## config.mk

```make
export PLATFORM = sky130hd
export DESIGN_NAME = common_neighbor_structure_classifier
export DESIGN_NICKNAME = d
export VERILOG_FILES = /design/src/hdl/cnsc_pkg.sv /design/src/hdl/cnsc_queue.sv /design/src/hdl/cnsc_front.sv /design/src/hdl/cnsc_back.sv /design/src/hdl/common_neighbor_structure_classifier.sv
export VERILOG_INCLUDE_DIRS = /design/src /design/src/hdl
export SDC_FILE = /design/constraint.sdc
export NUM_CORES = 2
export LEC_CHECK = 0
export ABC_AREA = 1
export BUFFER_PORTS_ARGS = -buffer_cell sky130_fd_sc_hd__buf_2
export CORE_UTILIZATION = 58
export DETAILED_ROUTE_END_ITERATION = 12
export PLACE_DENSITY = 0.76
export SETUP_SLACK_MARGIN = 0.15
export SLEW_MARGIN = 10
export SYNTH_ARGS = -nofsm -noshare
export SYNTH_HDL_FRONTEND = slang
export SYNTH_SLANG_ARGS = --single-unit
```

## constraint.sdc

```tcl
create_clock -name clk -period 10.27 [get_ports clk]
set_clock_uncertainty 0.15 [all_clocks]
set_input_delay 1.5405 -clock clk [delete_from_list [all_inputs] [get_ports clk]]
set_output_delay 1.5405 -clock clk [all_outputs]
set_load 0.005 [all_outputs]
```

## src/hdl/common_neighbor_structure_classifier_defines.svh

```systemverilog
// assertion macros shared by the classifier
`ifndef COMMON_NEIGHBOR_STRUCTURE_CLASSIFIER_DEFINES_SVH
`define COMMON_NEIGHBOR_STRUCTURE_CLASSIFIER_DEFINES_SVH

// same-cycle implication, off during reset
`define CNSC_ASSERT_IMP(label, clk, rst_n, ante, cons) \
	label: assert property (@(posedge clk) disable iff (!rst_n) (ante) |-> (cons)) \
		else $error("cnsc same-cycle check failed");

// next-cycle implication, off during reset
`define CNSC_ASSERT_NXT(label, clk, rst_n, ante, cons) \
	label: assert property (@(posedge clk) disable iff (!rst_n) (ante) |=> (cons)) \
		else $error("cnsc next-cycle check failed");

`endif

```

## src/hdl/cnsc_pkg.sv

```systemverilog
`default_nettype none

package cnsc_pkg;

	// row geometry
	localparam int ROW_W = 14;
	localparam int ROW_SLOTS = 14;
	localparam int IDX_W = $clog2(ROW_SLOTS);
	localparam int HALF = ROW_SLOTS / 2;
	localparam int MAX_NEIGHBORS_DEF = 14;

	// neighbor counts that get a full analysis
	localparam int N12 = 12;
	localparam int N14 = 14;

	// tally targets
	localparam int N_ALL12 = 12;
	localparam int N_HALF12 = 6;
	localparam int N_BCC4 = 6;
	localparam int N_BCC6 = 8;

	// datapath widths
	localparam int BOND_W = 4;
	localparam int SUM_W = 8;
	localparam int NB_W = SUM_W - 1;
	localparam int TALLY_W = 4;
	localparam int QUEUE_DEPTH = 2;

	// result codes
	localparam int CLASS_W = 3;
	localparam logic [CLASS_W-1:0] CLASS_FCC = 3'd0;
	localparam logic [CLASS_W-1:0] CLASS_HCP = 3'd1;
	localparam logic [CLASS_W-1:0] CLASS_BCC = 3'd2;
	localparam logic [CLASS_W-1:0] CLASS_ICO = 3'd3;
	localparam logic [CLASS_W-1:0] CLASS_OTHER = 3'd4;

	typedef logic [ROW_W-1:0] row_t;
	typedef row_t [ROW_SLOTS-1:0] row_set_t;

	localparam row_t ROW_MASK12 = row_t'((1 << N12) - 1);

	typedef enum logic [1:0] {
		KIND_12,
		KIND_14,
		KIND_OTHER
	} kind_t;

	// one atom handed from front to back
	typedef struct packed {
		row_set_t rows;
		kind_t kind;
	} job_t;

	// queue status seen by both sides
	typedef struct packed {
		logic valid;
		logic full;
	} q_stat_t;

	// signature: set size, bonds inside, max and min member bonds
	typedef struct packed {
		logic [BOND_W-1:0] size;
		logic [NB_W-1:0] bonds;
		logic [BOND_W-1:0] hi;
		logic [BOND_W-1:0] lo;
	} sig_t;

	localparam sig_t SIG_4211 = '{size: 4'd4, bonds: 7'd2, hi: 4'd1, lo: 4'd1};
	localparam sig_t SIG_4220 = '{size: 4'd4, bonds: 7'd2, hi: 4'd2, lo: 4'd0};
	localparam sig_t SIG_5522 = '{size: 4'd5, bonds: 7'd5, hi: 4'd2, lo: 4'd2};
	localparam sig_t SIG_4422 = '{size: 4'd4, bonds: 7'd4, hi: 4'd2, lo: 4'd2};
	localparam sig_t SIG_6622 = '{size: 4'd6, bonds: 7'd6, hi: 4'd2, lo: 4'd2};

	typedef enum logic [1:0] {
		BK_IDLE,
		BK_SCAN,
		BK_DRAIN,
		BK_RESULT
	} bk_state_t;

	// population count of one row
	function automatic logic [BOND_W-1:0] ones_row(row_t v);
		logic [BOND_W-1:0] n;
		n = '0;
		for (int i = 0; i < ROW_W; i++) begin
			n = n + BOND_W'(v[i]);
		end
		return n;
	endfunction

endpackage

`default_nettype wire

```

## src/hdl/cnsc_queue.sv

```systemverilog
`default_nettype none

module cnsc_queue (
	input  wire logic              clk,
	input  wire logic              arst_n,
	input  wire logic              push,
	input  wire cnsc_pkg::job_t    push_job,
	input  wire logic              pop,
	output cnsc_pkg::q_stat_t      stat,
	output cnsc_pkg::job_t         pop_job
);

	localparam int PTR_W = $clog2(cnsc_pkg::QUEUE_DEPTH);
	localparam int CNT_W = $clog2(cnsc_pkg::QUEUE_DEPTH + 1);

	cnsc_pkg::job_t entries_q [cnsc_pkg::QUEUE_DEPTH];
	logic [PTR_W-1:0] wr_ptr_q;
	logic [PTR_W-1:0] rd_ptr_q;
	logic [CNT_W-1:0] count_q;

	// status and head word
	assign stat.valid = (count_q != '0);
	assign stat.full = (count_q == CNT_W'(cnsc_pkg::QUEUE_DEPTH));
	assign pop_job = entries_q[rd_ptr_q];

	// storage
	always_ff @(posedge clk) begin
		if (push) begin
			entries_q[wr_ptr_q] <= push_job;
		end
	end

	// pointers and fill level
	always_ff @(posedge clk or negedge arst_n) begin
		if (!arst_n) begin
			wr_ptr_q <= '0;
			rd_ptr_q <= '0;
			count_q <= '0;
		end else begin
			if (push) begin
				wr_ptr_q <= wr_ptr_q + PTR_W'(1);
			end
			if (pop) begin
				rd_ptr_q <= rd_ptr_q + PTR_W'(1);
			end
			case ({push, pop})
				2'b10: count_q <= count_q + CNT_W'(1);
				2'b01: count_q <= count_q - CNT_W'(1);
				default: count_q <= count_q;
			endcase
		end
	end

endmodule

`default_nettype wire

```

## src/hdl/cnsc_front.sv

```systemverilog
`default_nettype none

module cnsc_front #(
	parameter int MAX_NEIGHBORS = cnsc_pkg::MAX_NEIGHBORS_DEF
) (
	input  wire logic                       clk,
	input  wire logic                       arst_n,
	input  wire logic                       row_valid,
	output logic                            row_stall,
	input  wire logic [cnsc_pkg::ROW_W-1:0] adjacency_row,
	input  wire logic                       last_row,
	input  wire cnsc_pkg::q_stat_t          q_stat,
	output logic                            push,
	output cnsc_pkg::job_t                  job
);

	localparam int CNT_W = $clog2(MAX_NEIGHBORS + 1);

	cnsc_pkg::row_set_t rows_q;
	logic [CNT_W-1:0] count_q;
	logic ovf_q;

	logic accept;
	logic room;
	logic slot;
	cnsc_pkg::row_set_t rows_nx;
	logic [CNT_W-1:0] cnt_nx;
	logic ovf_nx;
	cnsc_pkg::kind_t kind_c;

	// handshake
	assign row_stall = q_stat.full;
	assign accept = row_valid && !q_stat.full;
	assign push = accept && last_row;

	// store the word and classify the atom by row count
	always_comb begin
		room = (count_q < CNT_W'(MAX_NEIGHBORS));
		slot = (count_q < CNT_W'(cnsc_pkg::ROW_SLOTS));
		rows_nx = rows_q;
		if (slot) begin
			rows_nx[count_q[cnsc_pkg::IDX_W-1:0]] = adjacency_row;
		end
		cnt_nx = room ? count_q + CNT_W'(1) : count_q;
		ovf_nx = ovf_q || !room;
		if (ovf_nx) begin
			kind_c = cnsc_pkg::KIND_OTHER;
		end else if (cnt_nx == CNT_W'(cnsc_pkg::N12)) begin
			kind_c = cnsc_pkg::KIND_12;
		end else if (cnt_nx == CNT_W'(cnsc_pkg::N14)) begin
			kind_c = cnsc_pkg::KIND_14;
		end else begin
			kind_c = cnsc_pkg::KIND_OTHER;
		end
	end

	assign job.rows = rows_nx;
	assign job.kind = kind_c;

	// row store
	always_ff @(posedge clk) begin
		if (accept) begin
			rows_q <= rows_nx;
		end
	end

	// row count and overflow flag
	always_ff @(posedge clk or negedge arst_n) begin
		if (!arst_n) begin
			count_q <= '0;
			ovf_q <= 1'b0;
		end else if (accept) begin
			if (last_row) begin
				count_q <= '0;
				ovf_q <= 1'b0;
			end else begin
				count_q <= cnt_nx;
				ovf_q <= ovf_nx;
			end
		end
	end

endmodule

`default_nettype wire

```

## src/hdl/cnsc_back.sv

```systemverilog
`default_nettype none

module cnsc_back (
	input  wire logic                           clk,
	input  wire logic                           arst_n,
	input  wire cnsc_pkg::q_stat_t              q_stat,
	input  wire cnsc_pkg::job_t                 q_job,
	output logic                                pop,
	output logic                                class_valid,
	input  wire logic                           class_stall,
	output logic [cnsc_pkg::CLASS_W-1:0]        structure_class
);

	localparam int IW = cnsc_pkg::IDX_W;
	localparam int BW = cnsc_pkg::BOND_W;
	localparam int SW = cnsc_pkg::SUM_W;
	localparam int TW = cnsc_pkg::TALLY_W;

	cnsc_pkg::bk_state_t state_q;
	cnsc_pkg::bk_state_t state_nx;
	cnsc_pkg::job_t job_q;
	logic [IW-1:0] m_q;
	logic [IW-1:0] last_m;
	logic issue;
	logic load_out;

	// stage 1: member bond counts for neighbor m
	cnsc_pkg::row_t vmask;
	cnsc_pkg::row_t set_c;
	cnsc_pkg::row_t u_c [cnsc_pkg::ROW_SLOTS];
	logic [BW-1:0] bnd_c [cnsc_pkg::ROW_SLOTS];
	logic v_s1;
	cnsc_pkg::row_t set_s1;
	logic [BW-1:0] bnd_s1 [cnsc_pkg::ROW_SLOTS];

	// stage 2: signature
	logic [SW-1:0] sum0, sum1, sum_c;
	logic [BW-1:0] hi0, hi1, lo0, lo1, mb0, mb1;
	cnsc_pkg::sig_t sig_c;
	logic v_s2;
	cnsc_pkg::sig_t sig_s2;

	// stage 3: tallies
	logic [TW-1:0] tally_a_q, tally_b_q, tally_c_q;
	logic [cnsc_pkg::CLASS_W-1:0] result_c;
	logic class_valid_q;
	logic [cnsc_pkg::CLASS_W-1:0] class_q;

	assign last_m = (job_q.kind == cnsc_pkg::KIND_12) ? IW'(cnsc_pkg::N12 - 1) :
		IW'(cnsc_pkg::N14 - 1);

	// next state
	always_comb begin
		state_nx = state_q;
		unique case (state_q)
			cnsc_pkg::BK_IDLE: begin
				if (q_stat.valid) begin
					state_nx = (q_job.kind == cnsc_pkg::KIND_OTHER) ?
						cnsc_pkg::BK_RESULT : cnsc_pkg::BK_SCAN;
				end
			end
			cnsc_pkg::BK_SCAN: begin
				if (m_q == last_m) begin
					state_nx = cnsc_pkg::BK_DRAIN;
				end
			end
			cnsc_pkg::BK_DRAIN: begin
				if (!v_s1 && !v_s2) begin
					state_nx = cnsc_pkg::BK_RESULT;
				end
			end
			cnsc_pkg::BK_RESULT: begin
				if (!class_valid_q || !class_stall) begin
					state_nx = cnsc_pkg::BK_IDLE;
				end
			end
			default: state_nx = cnsc_pkg::BK_IDLE;
		endcase
	end

	// state outputs
	always_comb begin
		pop = 1'b0;
		issue = 1'b0;
		load_out = 1'b0;
		unique case (state_q)
			cnsc_pkg::BK_IDLE: pop = q_stat.valid;
			cnsc_pkg::BK_SCAN: issue = 1'b1;
			cnsc_pkg::BK_DRAIN: issue = 1'b0;
			cnsc_pkg::BK_RESULT: load_out = !class_valid_q || !class_stall;
			default: issue = 1'b0;
		endcase
	end

	// common set of neighbor m and bonds of each member inside it
	always_comb begin
		vmask = (job_q.kind == cnsc_pkg::KIND_12) ? cnsc_pkg::ROW_MASK12 : '1;
		set_c = job_q.rows[m_q] & vmask & ~(cnsc_pkg::row_t'(1) << m_q);
		for (int x = 0; x < cnsc_pkg::ROW_SLOTS; x++) begin
			for (int y = 0; y < cnsc_pkg::ROW_W; y++) begin
				if (x < y) begin
					u_c[x][y] = job_q.rows[x][y];
				end else if (x > y) begin
					u_c[x][y] = job_q.rows[y][x];
				end else begin
					u_c[x][y] = 1'b0;
				end
			end
			bnd_c[x] = cnsc_pkg::ones_row(u_c[x] & set_c);
		end
	end

	// size, bond total, max and min over members, in two halves
	always_comb begin
		sum0 = '0;
		sum1 = '0;
		hi0 = '0;
		hi1 = '0;
		lo0 = '1;
		lo1 = '1;
		mb0 = '0;
		mb1 = '0;
		for (int i = 0; i < cnsc_pkg::HALF; i++) begin
			mb0 = set_s1[i] ? bnd_s1[i] : '0;
			mb1 = set_s1[i + cnsc_pkg::HALF] ? bnd_s1[i + cnsc_pkg::HALF] : '0;
			sum0 = sum0 + SW'(mb0);
			sum1 = sum1 + SW'(mb1);
			if (mb0 > hi0) begin
				hi0 = mb0;
			end
			if (mb1 > hi1) begin
				hi1 = mb1;
			end
			if (set_s1[i] && bnd_s1[i] < lo0) begin
				lo0 = bnd_s1[i];
			end
			if (set_s1[i + cnsc_pkg::HALF] && bnd_s1[i + cnsc_pkg::HALF] < lo1) begin
				lo1 = bnd_s1[i + cnsc_pkg::HALF];
			end
		end
		sum_c = sum0 + sum1;
		sig_c.size = cnsc_pkg::ones_row(set_s1);
		sig_c.bonds = sum_c[SW-1:1];
		sig_c.hi = (hi0 > hi1) ? hi0 : hi1;
		sig_c.lo = (lo0 < lo1) ? lo0 : lo1;
		// empty common set has both extremes at zero
		if (set_s1 == '0) begin
			sig_c.lo = '0;
		end
	end

	// final class from tallies
	always_comb begin
		result_c = cnsc_pkg::CLASS_OTHER;
		unique case (job_q.kind)
			cnsc_pkg::KIND_12: begin
				if (tally_a_q == TW'(cnsc_pkg::N_ALL12)) begin
					result_c = cnsc_pkg::CLASS_FCC;
				end else if (tally_a_q == TW'(cnsc_pkg::N_HALF12) &&
					tally_b_q == TW'(cnsc_pkg::N_HALF12)) begin
					result_c = cnsc_pkg::CLASS_HCP;
				end else if (tally_c_q == TW'(cnsc_pkg::N_ALL12)) begin
					result_c = cnsc_pkg::CLASS_ICO;
				end
			end
			cnsc_pkg::KIND_14: begin
				if (tally_a_q == TW'(cnsc_pkg::N_BCC4) &&
					tally_b_q == TW'(cnsc_pkg::N_BCC6)) begin
					result_c = cnsc_pkg::CLASS_BCC;
				end
			end
			default: result_c = cnsc_pkg::CLASS_OTHER;
		endcase
	end

	assign class_valid = class_valid_q;
	assign structure_class = class_q;

	// payload registers
	always_ff @(posedge clk) begin
		if (pop) begin
			job_q <= q_job;
		end
		set_s1 <= set_c;
		for (int x = 0; x < cnsc_pkg::ROW_SLOTS; x++) begin
			bnd_s1[x] <= bnd_c[x];
		end
		sig_s2 <= sig_c;
		if (load_out) begin
			class_q <= result_c;
		end
	end

	// control, pipeline valids and tallies
	always_ff @(posedge clk or negedge arst_n) begin
		if (!arst_n) begin
			state_q <= cnsc_pkg::BK_IDLE;
			m_q <= '0;
			v_s1 <= 1'b0;
			v_s2 <= 1'b0;
			tally_a_q <= '0;
			tally_b_q <= '0;
			tally_c_q <= '0;
			class_valid_q <= 1'b0;
		end else begin
			state_q <= state_nx;
			v_s1 <= issue;
			v_s2 <= v_s1;
			if (pop) begin
				m_q <= '0;
				tally_a_q <= '0;
				tally_b_q <= '0;
				tally_c_q <= '0;
			end else begin
				if (issue) begin
					m_q <= m_q + IW'(1);
				end
				if (v_s2) begin
					if (job_q.kind == cnsc_pkg::KIND_12) begin
						if (sig_s2 == cnsc_pkg::SIG_4211) begin
							tally_a_q <= tally_a_q + TW'(1);
						end else if (sig_s2 == cnsc_pkg::SIG_4220) begin
							tally_b_q <= tally_b_q + TW'(1);
						end else if (sig_s2 == cnsc_pkg::SIG_5522) begin
							tally_c_q <= tally_c_q + TW'(1);
						end
					end else begin
						if (sig_s2 == cnsc_pkg::SIG_4422) begin
							tally_a_q <= tally_a_q + TW'(1);
						end else if (sig_s2 == cnsc_pkg::SIG_6622) begin
							tally_b_q <= tally_b_q + TW'(1);
						end
					end
				end
			end
			if (load_out) begin
				class_valid_q <= 1'b1;
			end else if (!class_stall) begin
				class_valid_q <= 1'b0;
			end
		end
	end

endmodule

`default_nettype wire

```

## src/hdl/common_neighbor_structure_classifier.sv

```systemverilog
// rows load at one word per cycle while row_stall is low; the row marked last closes the atom
// the back end scores one neighbor per cycle during its scan of an atom
// a two-entry atom queue lets the next atom load while the previous one is scored
// arst_n clears counts, queue, pipeline valids and output valid; row store is not cleared
`default_nettype none
`include "common_neighbor_structure_classifier_defines.svh"

module common_neighbor_structure_classifier #(
	parameter int MAX_NEIGHBORS = cnsc_pkg::MAX_NEIGHBORS_DEF
) (
	input  wire logic                         clk,
	input  wire logic                         arst_n,
	input  wire logic                         row_valid,
	output logic                              row_stall,
	input  wire logic [cnsc_pkg::ROW_W-1:0]   adjacency_row,
	input  wire logic                         last_row,
	output logic                              class_valid,
	input  wire logic                         class_stall,
	output logic [cnsc_pkg::CLASS_W-1:0]      structure_class
);

	cnsc_pkg::q_stat_t q_stat;
	cnsc_pkg::job_t push_job;
	cnsc_pkg::job_t pop_job;
	logic push;
	logic pop;

	// front: row store and atom classification by count
	cnsc_front #(
		.MAX_NEIGHBORS(MAX_NEIGHBORS)
	) u_front (
		.clk(clk),
		.arst_n(arst_n),
		.row_valid(row_valid),
		.row_stall(row_stall),
		.adjacency_row(adjacency_row),
		.last_row(last_row),
		.q_stat(q_stat),
		.push(push),
		.job(push_job)
	);

	// atom queue
	cnsc_queue u_queue (
		.clk(clk),
		.arst_n(arst_n),
		.push(push),
		.push_job(push_job),
		.pop(pop),
		.stat(q_stat),
		.pop_job(pop_job)
	);

	// back: signature pipeline and pattern match
	cnsc_back u_back (
		.clk(clk),
		.arst_n(arst_n),
		.q_stat(q_stat),
		.q_job(pop_job),
		.pop(pop),
		.class_valid(class_valid),
		.class_stall(class_stall),
		.structure_class(structure_class)
	);

	// checks
	`CNSC_ASSERT_IMP(a_push_room, clk, arst_n, push, !q_stat.full)
	`CNSC_ASSERT_IMP(a_pop_avail, clk, arst_n, pop, q_stat.valid)
	`CNSC_ASSERT_NXT(a_push_seen, clk, arst_n, push && !pop, q_stat.valid)
	`CNSC_ASSERT_IMP(a_class_code, clk, arst_n, class_valid, structure_class <= cnsc_pkg::CLASS_OTHER)

endmodule

`default_nettype wire

```

# Word level (Yosys, flattened, before mapping)
# Memories as Yosys holds them, arrays and structs flattened.
# Index checks and enable logic that the tools add are counted.
[totals]
register_bits = 460
ram_bits = 452
inputBits = 19
elab_cells = 491
n_memories = 2
[classes]
addsub = 217
order_cmp = 34
n_eq_ne = 32
shifts = 1
n_mux = 97
n_bitwise = 17
n_reduce_logical = 43
[mem_list]
columns = ["memory", "words", "word_bits", "read_ports", "rd_clocked_by_memory_dff", "write_ports", "line", "text"]
rows = [
  ["u_queue.entries_q", 2, 198, 1, 0, 1, "cnsc_queue.sv:16", "cnsc_pkg::job_t entries_q [cnsc_pkg::QUEUE_DEPTH];"],
  ["u_back.bnd_s1", 14, 4, 14, 0, 14, "cnsc_back.sv:34", "logic [BW-1:0] bnd_s1 [cnsc_pkg::ROW_SLOTS];"],
]
[ops]
columns = ["cell", "n"]
rows = [
  ["$add 4x1->4", 180],
  ["$mux 4", 66],
  ["$and 14x14->14", 15],
  ["$bwmux 196", 1],
  ["$mux 196", 1],
  ["$eq 19x18->1 const B", 5],
  ["$add 8x4->8", 10],
  ["$bmux 14 s4", 1],
  ["$demux 14 s4", 1],
  ["$gt 4x4->1", 13],
  ["$lt 4x4->1", 13],
  ["$mux 14", 3],
  ["$add 1x1->2", 15],
  ["$add 4x1->4 const B", 5],
  ["$eq 4x4->1 const B", 5],
  ["$logic_and 1x1->1", 20],
  ["$mux 2", 8],
  ["$mux 3", 5],
  ["$and 13x14->14", 1],
  ["$logic_not 14->1", 1],
  ["$not 14->14", 1],
  ["$shl 1x4->14 const A", 1],
  ["$lt 4x4->1 const B", 3],
  ["$reduce_bool 2->1", 6],
  ["other kinds (27)", 61],
]

# Depth between registers and ports, before layout
# An unclocked memory read counts as a cell.
[logic_depth]
word_depth = 24
mapped_depth = 59

# Modules after synthesis
# From an unflattened synthesis, not the netlist that was laid out.
[hier_totals]
hier_cells = 4068
hier_area_um2 = 44885.5
[modules_own_cells]
columns = ["mod", "n_inst", "cells_each", "area_each_um2"]
rows = [
  ["cnsc_back", 1, 2296, 20988.9],
  ["cnsc_queue", 1, 1058, 15386.0],
  ["cnsc_front", 1, 714, 8510.7],
]

# Least setup slack after synthesis
# Ideal clock, no wire load.
[synth_path]
kind = "input-to-reg"
startpoint = "input row_valid"
endpoint = "memory u_queue.entries_q[0][0] (netlist bit), enable pin"
setup_time_ns = 0.759
arrival_time_ns = 10.125
setup_slack_ns = -0.764
stages = 4
cell_sequence = "o21ai_0 > nor2_1 > inv_1 > nor2_1"
[synth_between]
elab_chain_cells = 4
[synth_lines]
columns = ["element", "line", "text"]
rows = [
  ["from (decl)", "common_neighbor_structure_classifier.sv:13", "input wire logic row_valid,"],
  ["$logic_and 1x1->1", "cnsc_front.sv:33", "assign accept = row_valid && !q_stat.full;"],
  ["$logic_and 1x1->1", "cnsc_front.sv:34", "assign push = accept && last_row;"],
  ["$mux 1", "cnsc_queue.sv:28", "if (push) begin"],
  ["$mux 1 (not written as such)", "cnsc_queue.sv:29", "entries_q[wr_ptr_q] <= push_job;"],
  ["to (decl)", "cnsc_queue.sv:16", ""],
]
# No other way between the ends.

==> impl_metrics.env <==
export IMPL_drv_slew=0
export IMPL_cts_resized=0
export IMPL_synth_area_leader_cell="edfxtp_1"
export IMPL_viasPerCell=5.63
export IMPL_startpoint_type="flip-flop"
export IMPL_insertion_delay_ps=690
export IMPL_setup_violations=0
export IMPL_critPathCaptureType="flip-flop"
export IMPL_max_stage_delay_ps=680
export IMPL_cts_post_setup_buffers_inserted=0
export IMPL_dpl_worst_slack_ps=1140
export IMPL_timing_critical_path_slowest_stage_cell="o41ai_2"
export IMPL_grt_overflow=0
export IMPL_die_h_um=279
export IMPL_fmax_mhz=115
export IMPL_place_congestion=1.01
export IMPL_tightestPinTransition_ps=1100
export IMPL_die_width_um=279
export IMPL_drive_above_1_share=0.0596
export IMPL_path_max_fanout=10
export IMPL_finalWirelength_um=112000
export IMPL_grt_pass1_wl_um=171000
export IMPL_critPathMostFrequentCell="o21ai_0"
export IMPL_ioPinCount=24
export IMPL_cts_reportedPaths_clkPinSlew_ps=60
export IMPL_htreeDepth=3
export IMPL_dieArea_mm2=0.0778
export IMPL_rows=101
export IMPL_drtIter0Drc=3360
export IMPL_max_cap_violations=0
export IMPL_initial_core_util=0.586
export IMPL_synth_cells=4196
export IMPL_rsz0062_at_grt="no"
export IMPL_crit_family="compound AO/OA/AOI/OAI gates"
export IMPL_synth_ff_type="edfxtp_1"
export IMPL_holdCritPathClass="reg2reg"
export IMPL_antenna_left=0
export IMPL_syn_to_final_growth_pct=9.54
export IMPL_n_fill_cell=5760
export IMPL_cts_root_buffer="clkbuf_16"
export IMPL_syn_nets=4577
export IMPL_io_buffers=23
export IMPL_synth_distinct_cells=53
export IMPL_synth_top_area_share=0.535
export IMPL_timing_final_crit_share=0.844
export IMPL_syn_area_mm2=0.0445
export IMPL_grt_pass1_vias=29400
export IMPL_finalCriticalPeriod_ps=8670
export IMPL_finalHoldViolations=0
export IMPL_cts_buffer_depth=3
export IMPL_synth_warning_count=0
export IMPL_antenna_cells=0
export IMPL_hold_worst_slack_ps=214
export IMPL_ys_top_cells_by_area="edfxtp_1 54%, nand2_1 11%, fa_1 6.7%"
export IMPL_async_reset_ff_frac=0.0329
export IMPL_dr_pass1_iters=7
export IMPL_core_area_mm2=0.0759
export IMPL_ys_ff_latch=912
export IMPL_finalNetCount=4582
export IMPL_routedWlPerCell_um=21.1
export IMPL_ys_seq_area_frac=0.592
export IMPL_slew_headroom=0.267
export IMPL_grt_usage=0.292
export IMPL_critPathRequiredTime_ps=10610
export IMPL_num_vias=29900
export IMPL_outcome="completed"
export IMPL_cts_hold_buf=0
export IMPL_cts_sinks=912
export IMPL_drc=0
export IMPL_dp_hpwl_um=74600
export IMPL_fin_tns_setup_ps=0
export IMPL_critPathBufInv=2
export IMPL_cts_tree="done"
export IMPL_crit_arrival_ps=9010
export IMPL_synth_edf_count=793
export IMPL_synth_commonest_cells="1279 x nand2_1, 793 x edfxtp_1, 468 x inv_1"
export IMPL_avgSynthCellArea_um2=10.6
export IMPL_fin_ws_ps=1600
export IMPL_antenna_found_initial=1
export IMPL_cts_buffers=89
export IMPL_criticalPathCategory="reg2reg"
export IMPL_grt_max_degree=148
export IMPL_synth_most_common_cell="nand2_1"
==> registers in the layout, summed over array words and instances (netlist names), 14 cells and up <==
name / cells
u_front.rows_q: 196
u_back.sig_s2: 19
u_back.bnd_s1: 56
u_back.job_q: 198
u_queue.entries_q: 396
u_back.set_s1: 14
==> placed cells by master (no fill, tap or decap), types with 23 or more instances in the layout <==
master and instances:
nand2_1 1279, edfxtp_1 793, inv_1 466, o21ai_0 389
ha_1 213, nor2_1 206, fa_1 149, nand3_1 113
clkbuf_16 89, dfxtp_1 89, a21oi_1 87, buf_4 30
dfrtp_1 28, xor2_1 25, clkinv_1 23, buf_2 23
==> logic make-up (layout without fill, tap and decap cells) <==
logic type / after synthesis / after routing / share of synthesized area
buffers and inverters: 624 / 704 / 0.0529
DFF: 912 / 912 / 0.592
and+or+nand+nor: 1688 / 1688 / 0.151
AOI/OAI and AO/OA: 568 / 568 / 0.0688
muxes: 1 / 1 / 0.000225
xor gates and xnor gates: 41 / 41 / 0.00807
adders and majority gates: 362 / 362 / 0.127
==> metal layers <==
layer  wire, um  global-route usage  part of all wire
met5          0                   0                 0
met4       4880               0.124             0.043
met3       8410              0.0408             0.075
met2      53700               0.488              0.48
met1      45200               0.385              0.40
==> stage by stage <==
| step | std cells | instance area (um2) | utilization |
|---|---|---|---|
| 2_1_floorplan | 4196 | 44500 | - |
| 3_3_place_gp | 5140 | 45700 | 0.602 |
| 3_5_place_dp | 5140 | 45700 | 0.602 |
| 4_1_cts | 5306 | 48700 | 0.642 |
| 5_1_grt | 5306 | 48700 | 0.642 |
| 6_report | 5306 | 48700 | 0.642 |
==> final cells by class <==
type                    instances  area, um2  share of cell area
clock buffers                 111       2340              0.0480
multi-input cells            2660      15900               0.326
clock inverters                55        659              0.0135
repair buffers                 56        400             0.00821
inverters                     482       1820              0.0374
flip-flops and latches        912      26400               0.541
well taps                    1030       1290              0.0264
==> final timing paths <==
path / cells past startpoint / slack, ps / startpoint / endpoint
setup / recovery: 36 / 1600 / u_back.set_s1[7]$_DFF_P_ / u_back.sig_s2[5]$_DFF_P_
hold / removal: 0 / 210 / u_back.v_s1$_DFF_PN0_ / u_back.v_s2$_DFF_PN0_
setup reg to reg: 36 / 1600 / u_back.set_s1[7]$_DFF_P_ / u_back.sig_s2[5]$_DFF_P_
hold reg to reg: 0 / 210 / u_back.v_s1$_DFF_PN0_ / u_back.v_s2$_DFF_PN0_
max in group asynchronous: 1 / 8570 / arst_n / u_queue.rd_ptr_q$_DFFE_PN0P_
min in group asynchronous: 1 / 810 / arst_n / u_back.m_q[1]$_DFFE_PN0P_
Power is not shown: default switching activity piles up to over one toggle a cycle in this logic, so the estimate is an artifact.
